File: config.mk
export PLATFORM = sky130hd
export DESIGN_NAME = kmc_merge
export DESIGN_NICKNAME = d
export VERILOG_FILES = /design/src/hdl/kmc_pkg.sv /design/src/hdl/kmc_merge.sv
export SDC_FILE = /design/constraint.sdc
export NUM_CORES = 1
export LEC_CHECK = 0
export ABC_CLOCK_PERIOD_IN_PS = 2500
export BUFFER_PORTS_ARGS = -buffer_cell sky130_fd_sc_hd__buf_2
export CAP_MARGIN = 20
export CORE_UTILIZATION = 34
export CTS_CLUSTER_DIAMETER = 50
export DETAILED_ROUTE_END_ITERATION = 8
export RECOVER_POWER = 25
export REMOVE_ABC_BUFFERS = 1
export SLEW_MARGIN = 20
export SYNTH_ARGS = -nofsm -noshare
export SYNTH_HDL_FRONTEND = slang
export SYNTH_SLANG_ARGS = --single-unit
File: constraint.sdc
create_clock -name clk -period 2.5 [get_ports clk]
set_input_delay 0.25 -clock clk [delete_from_list [all_inputs] [get_ports clk]]
set_output_delay 0.25 -clock clk [all_outputs]
set_load 0.01 [all_outputs]
File: src/hdl/kmc_pkg.sv
// Shared types and constants for the knapsack min-cost value query unit.
// Used by kmc_merge and knapsack_min_cost_value_query_unit; depends on nothing.
package kmc_pkg;

	// Field widths.
	localparam int COST_W       = 48;
	localparam int ITEM_COST_W  = 30;
	localparam int ITEM_VALUE_W = 9;
	localparam int BEST_W       = 10;

	// Default number of value slots in the table.
	localparam int VALUE_SLOTS_DEF = 1024;

	// Saturated cost that marks an unreachable value.
	localparam logic [COST_W-1:0] COST_INF = {COST_W{1'b1}};

	// Largest answer the result port can carry.
	localparam logic [BEST_W-1:0] ANSWER_MAX = {BEST_W{1'b1}};

	// Control that travels with one entry through the sweep pipeline.
	typedef struct packed {
		logic valid;  // entry is in flight
		logic first;  // top entry of a sweep, restarts the running minimum
		logic apply;  // item update applies at this entry
	} kmc_ctl_t;

endpackage

File: src/hdl/kmc_merge.sv
// Merge pipeline of the table sweep: saturating min-plus update, then running minimum.
// Depends on kmc_pkg; fed with read data from the table in the top level.
module kmc_merge
	import kmc_pkg::*;
#(
	parameter int AW = 10
) (
	input  logic                   clk,
	input  logic                   arst_n,
	input  kmc_ctl_t               ctl_s1,
	input  logic [AW-1:0]          addr_s1,
	input  logic [ITEM_COST_W-1:0] cost,
	input  logic [COST_W-1:0]      dst_cost,
	input  logic [COST_W-1:0]      src_cost,
	output logic                   wr_en,
	output logic [AW-1:0]          wr_addr,
	output logic [COST_W-1:0]      wr_data,
	output logic                   busy
);

	kmc_ctl_t            ctl_s2;
	logic [AW-1:0]       addr_s2;
	logic [COST_W-1:0]   upd_s2;
	logic [COST_W-1:0]   run_q;
	logic [COST_W:0]     sum;
	logic [COST_W-1:0]   cand;
	logic [COST_W-1:0]   upd;
	logic [COST_W-1:0]   merged;

	// Candidate cost through the new item, held at infinity once it saturates.
	always_comb begin
		sum  = {1'b0, src_cost} + {{(COST_W + 1 - ITEM_COST_W){1'b0}}, cost};
		cand = (sum >= {1'b0, COST_INF}) ? COST_INF : sum[COST_W-1:0];
		upd  = (ctl_s1.apply && (cand < dst_cost)) ? cand : dst_cost;
	end

	// Stage two control.
	always_ff @(posedge clk or negedge arst_n) begin
		if (!arst_n) begin
			ctl_s2 <= '0;
		end else begin
			ctl_s2 <= ctl_s1;
		end
	end

	// Stage two payload.
	always_ff @(posedge clk) begin
		addr_s2 <= addr_s1;
		upd_s2  <= upd;
	end

	// Suffix minimum: each entry takes the least of itself and everything above it.
	always_comb begin
		merged = (ctl_s2.first || (upd_s2 < run_q)) ? upd_s2 : run_q;
	end

	always_ff @(posedge clk) begin
		if (ctl_s2.valid) begin
			run_q <= merged;
		end
	end

	assign wr_en   = ctl_s2.valid;
	assign wr_addr = addr_s2;
	assign wr_data = merged;
	assign busy    = ctl_s2.valid;

`ifndef SYNTHESIS
	// Within one sweep the write address steps down by one entry every beat.
	a_sweep_descends: assert property (@(posedge clk) disable iff (!arst_n)
		(wr_en && $past(wr_en) && !ctl_s2.first) |-> (wr_addr == $past(wr_addr) - 1'b1))
		else $error("sweep write address did not step down by one");
`endif

endmodule

Word-level counts from Yosys, hierarchy flattened
Index checks and enable logic that the tools add are counted. Widths: inputs -> output; s select.

Register bits after elaboration: 108.

Add/sub/neg operators: 1. $lt $le $gt $ge: 3. Muxes and demuxes: 3. Reduce and logical (&&, ||, !) cells: 2.

Operators with widths (number): $mux 48 (3); $lt 48x48->1 (2); $add 48x30->49 (1); $ge 49x48->1 const B (1); $logic_and 1x1->1 (1); $logic_or 1x1->1 (1).

Logic depth before layout (Yosys ltp)
Depth after elaboration: 6. Mapped depth: 20. Gate-level depth less buffers: 18.

Worst setup path after synthesis
Ideal clock, no wire load.

Path kind: input -> register. Start point: in cost[27]. End point: reg upd_s2[27]. Library setup time: 0.121 ns. Arrival time: 4.446 ns. Required time: 2.379 ns. Slack: -2.067 ns. Stages: 20. Buffers on the path: 3. Path through: ha_1 > buf_2 > nand4_1 > or4_1 > nand3b_1 > o211ai_1 > nor2_1 > nor3b_1 > mux2_2 > ha_1 > nand4_1 > nor4_1 > nand2_1 > nor4_1 > nand4_1 > a31oi_1 > or2_1 > buf_6 > buf_6 > mux2_4.

Cells in the longest elaborated chain, start to end: 6.

RTL lines: from (decl) (line kmc_merge.sv:12) `input logic [ITEM_COST_W-1:0] cost,`; $add 48x30->49 (*) (line kmc_merge.sv:32) `sum = {1'b0, src_cost} + {{(COST_W + 1 - ITEM_COST_W){1'b0}}, cost};`; $ge 49x48->1 (line kmc_merge.sv:33) `cand = (sum >= {1'b0, COST_INF}) ? COST_INF : sum[COST_W-1:0];`; $mux 48 (*) (line kmc_merge.sv:33); $lt 48x48->1 (line kmc_merge.sv:34) `upd = (ctl_s1.apply && (cand < dst_cost)) ? cand : dst_cost;`; $logic_and 1x1->1 (line kmc_merge.sv:34); $mux 48 (*) (line kmc_merge.sv:34); net upd[27] (line kmc_merge.sv:27) `logic [COST_W-1:0] upd;`; to (signal assigned) (line kmc_merge.sv:49) `upd_s2 <= upd;`; to (decl) (line kmc_merge.sv:23) `logic [COST_W-1:0] upd_s2;`.

Mark *: on every way through the listed nets, which the timed path passes. The rest lies on a longest branch. A chain may end at the register's enable or synchronous reset.

Final worst setup path
Start point: in cost[28]. End point: reg upd_s2[34].

Same word-level chain as after synthesis.

==> impl_metrics.py <==
metrics = {
    "detailed_routing": {
        "drc": 0,
        "firstDrtPassIters": 5,
        "routedWlPerCell_um": 16.53,
        "num_vias": 9005,
        "viasPerCell": 5.028,
        "drtAntennaViolNets": 0,
        "dr.first_iter.drc_count": 433,
        "wl_um": 29600,
    },
    "synth": {
        "yosysWarnings": 0,
        "synthDistinctLibCells": 68,
        "postSynthAreaPerCell_sq_um": 9.180,
        "async_flop_share": 0.01852,
        "muxShareOfSynthArea": 0.1369,
        "synthAdderAreaFrac": 0.1776,
        "syn_area_sq_um": 8850,
        "ys_ff_latch": 108,
        "synth_flop_cell": "dfxtp_1",
        "synth_top_family_by_area": "adder cells",
        "synth_edf_count": 48,
        "synth-simple-area-share": 0.1388,
        "ys_seq_area_frac": 0.2997,
        "synthesis.instances": 964,
        "synthXorXnorAreaFrac": 0.03167,
        "synth_compound_area_frac": 0.1530,
    },
    "global_routing": {
        "grt_max_degree": 51,
        "grtUsageTotal": 0.2176,
        "grt_antenna_before_repair": 2,
        "grt_pass1_vias": 9070,
        "grt_pass1_wl_um": 45460,
        "overflow": 0,
    },
    "sta": {
        "relSlewSlack": 0.5237,
        "clock.fmax_mhz": 224.7,
        "worst_pin_slew_ns": 0.7145,
        "finalSetupViolCount": 144,
        "hold_viol_final": 0,
        "timing.final.ws_setup_ns": -1.951,
        "period_needed_ns": 4.451,
        "drv_slew": 0,
        "fin_crit_sh": 1.780,
        "fin_skew_ns": 0.01839,
        "rsz0062_at_grt": "yes",
    },
    "clocking": {
        "cts.sinks": 108,
        "cts_max_path_buffers": 2,
        "clk_latency_ns": 0.37,
        "cts.clk_slew.worst_paths_ns": 0.09,
        "cts_tree": "yes",
        "clk_root_buffer_cell": "clkbuf_16",
        "numCtsBuffers": 9,
        "cts_max_level": 3,
    },
    "placement": {
        "gp_congestion": 0.9381,
        "portBuffers": 200,
        "hpwl_um": 22560,
        "dpl-instance-area_sq_um": 12050,
    },
    "worst_setup_path": {
        "start_kind": "input pin",
        "cp.arrival_ns": 4.69,
        "worstPathMaxFanout": 4,
        "cp.required_ns": 2.74,
        "crit_start": "cost[28]",
        "end_kind": "register",
        "reg2reg_from": "run_q[14]",
        "crit_type": "in2reg",
    },
    "power_and_ir_drop": {
        "seqPwrFrac": 0.295,
        "p_switching_w": 0.002534,
        "pwr-share-clk": 0.211,
        "p_leak_nw": 6.956,
        "p_comb_frac": 0.493,
        "p_per_area_nw_per_um2": 533.8,
        "peakVddDrop_uv": 364.9,
        "p_int_w": 0.005126,
        "report.power.total_w": 0.007660,
        "swShare": 0.3308,
    },
    "die": {
        "die_h_um": 163.3,
        "start_util": 0.3494,
        "io_pins": 201,
        "core_area_sq_um": 25330,
        "fp-row-count": 58,
        "die_area_sq_um": 26680,
        "dieWidth_um": 163.3,
    },
    "finish": {
        "final_area_sq_um": 14350,
        "drive_above_1_share": 0.4818,
        "areaGrowthSynthToFinish_pct": 62.15,
        "fillers": 2208,
        "nNetsFinal": 1720,
    },
    "flow_run": {
        "max_cap_viol_count": 0,
    },
    "status": {
        "violations": "negative setup slack",
        "status": "finished, violations left",
    },
    "worst_hold_path": {
        "hold_path_class": "in2reg",
        "hold_start": "dst_cost[23]",
    },
}
==> worst max-delay path, stage by stage <==
cell	delay, ns
buf_6	0.10
ha_4	0.27
nand4_1	0.14
or4_4	0.57
nand3b_1	0.17
o211ai_1	0.19
nor2_2	0.11
nor3b_2	0.27
mux2_4	0.35
ha_4	0.27
nand4_1	0.16
nor4_2	0.31
buf_4	0.18
nand3_1	0.09
o31ai_2	0.20
buf_4	0.15
a211oi_2	0.04
nand2_1	0.08
or2_4	0.16
buf_12	0.12
buf_12	0.10
buf_16	0.11
mux2_4	0.29
==> synthesized netlist by cell type, types with 6 or more instances <==
library cell / n / area [sq um]
a31oi_1: 8 / 50.05
nand2_1: 93 / 349.1
nor2_1: 49 / 183.9
a21o_1: 17 / 127.6
a21oi_1: 66 / 330.3
dfxtp_1: 58 / 1161
nand3_1: 24 / 120.1
and2_1: 6 / 37.54
nor3_1: 14 / 70.07
o21ai_0: 45 / 225.2
mux2_2: 78 / 878.3
inv_1: 103 / 386.6
o21a_1: 11 / 82.58
xnor2_1: 13 / 113.9
edfxtp_1: 48 / 1441
a211oi_1: 9 / 67.56
a21boi_0: 6 / 45.04
ha_1: 124 / 1551
o211ai_1: 10 / 75.07
xor2_1: 19 / 166.4
nor4_1: 7 / 43.79
nand4_1: 34 / 212.7
mux2_4: 20 / 300.3
buf_2: 17 / 85.08
clkbuf_1: 7 / 26.28
==> per-stage QoR <==
stage	TNS (ns)	setup WS [ns]	utilization	hold WS, ns	cells
after CTS	-129.03	-1.890	0.5574	0.1110	1787
after global placement	-145.13	-2.458	0.4756	0.03523	1714
final	-138.94	-1.951	0.5666	0.1268	1791
after detailed placement	-153.56	-2.551	0.4756	0.03792	1714
after global routing	-156.19	-2.119	0.5665	0.1205	1790
after floorplan	-322.71	-3.164	-	-0.04559	933
==> sequential cells by signal, summed over array words and instances (netlist names) <==
signal	count
run_q	48
upd_s2	48
wr_addr	10
busy	1
ctl_s2	1
==> final timing paths <==
kind                                    to  slack [ns]  depth (start not counted)
worst max-delay path            upd_s2[34]       -1.95                         23
worst min-delay path            upd_s2[23]        0.13                          2
worst max register to register   run_q[23]       -0.39                         12
worst min register to register    run_q[5]        0.60                          1
max in group asynchronous             busy        2.16                          2
min in group asynchronous        ctl_s2[1]        0.21                          2
==> cells by family (layout without fill, tap and decap cells) <==
group	Yosys count	count (layout)
other	0	2
buffers and inverters	134	629
adder cells (fa/ha/maj)	125	125
flip-flops	108	108
XOR/XNOR	32	32
multiplexers	101	101
AO/OA/AOI/OAI	209	209
AND/OR/NAND/NOR	255	255
==> what timing repair did <==
action | in CTS | in global routing
hold endpoints to repair | 14 | 0
gates resized for setup | 244 | 45
endpoints found under the setup margin | 144 | 144
gates cloned | 6 | 1
hold buffers | 13 | 0
buffers inserted | 40 | 11
pin swaps | 65 | 32
==> per-layer routing <==
metal,track usage,wire length (um),vias up
met5,0,0,-
li1,-,-,4487
met4,0.07349,650,0
met1,0.2655,12870,4279
met3,0.02971,1035,40
met2,0.3889,15040,199
==> power groups by stage <==
| stage | Sequential (W) | Clock, W | Combinational [W] |
|---|---|---|---|
| floorplan | 0.00224 | 0 | 0.00158 |
| global placement | 0.00227 | 0 | 0.00284 |
| detailed placement | 0.00227 | 0 | 0.00288 |
| CTS | 0.00225 | 0.00166 | 0.00366 |
| global route | 0.00228 | 0.00173 | 0.00409 |
| finish | 0.00226 | 0.00162 | 0.00378 |
==> cell type report <==
type                    count  area [sq um]  share of cell area
repair buffers            510          3994              0.2783
diodes                      2         5.005           0.0003488
inverters                 103         386.6             0.02694
flip-flops and latches    108          2654              0.1849
multi-input cells         722          6573              0.4580
well taps                 330         412.9             0.02877
clock buffers              10         229.0             0.01596
clock inverters             6         96.34            0.006714
==> layout by cell type, fill, tap and decap left out, types with 5 or more instances in the layout <==
cell type / instances
buf_4: 260
buf_2: 138
inv_1: 100
ha_1: 95
nand2_1: 91
mux2_4: 91
buf_6: 79
dfxtp_1: 58
a21oi_1: 52
edfxtp_1: 48
nor2_1: 44
nand4_1: 34
o21ai_0: 29
ha_4: 29
nand3_1: 22
xor2_1: 19
a21o_1: 17
o21ai_1: 16
a21oi_2: 15
xnor2_1: 13
buf_12: 13
dlygate4sd3_1: 13
nor3_1: 11
o21a_1: 11
o211ai_1: 10
clkbuf_16: 10
mux2_2: 9
and2_1: 6
a211oi_2: 6
clkbuf_1: 6
and3_1: 5
nor2_2: 5
nand2b_1: 5
Power figures use the tool's default switching activity.
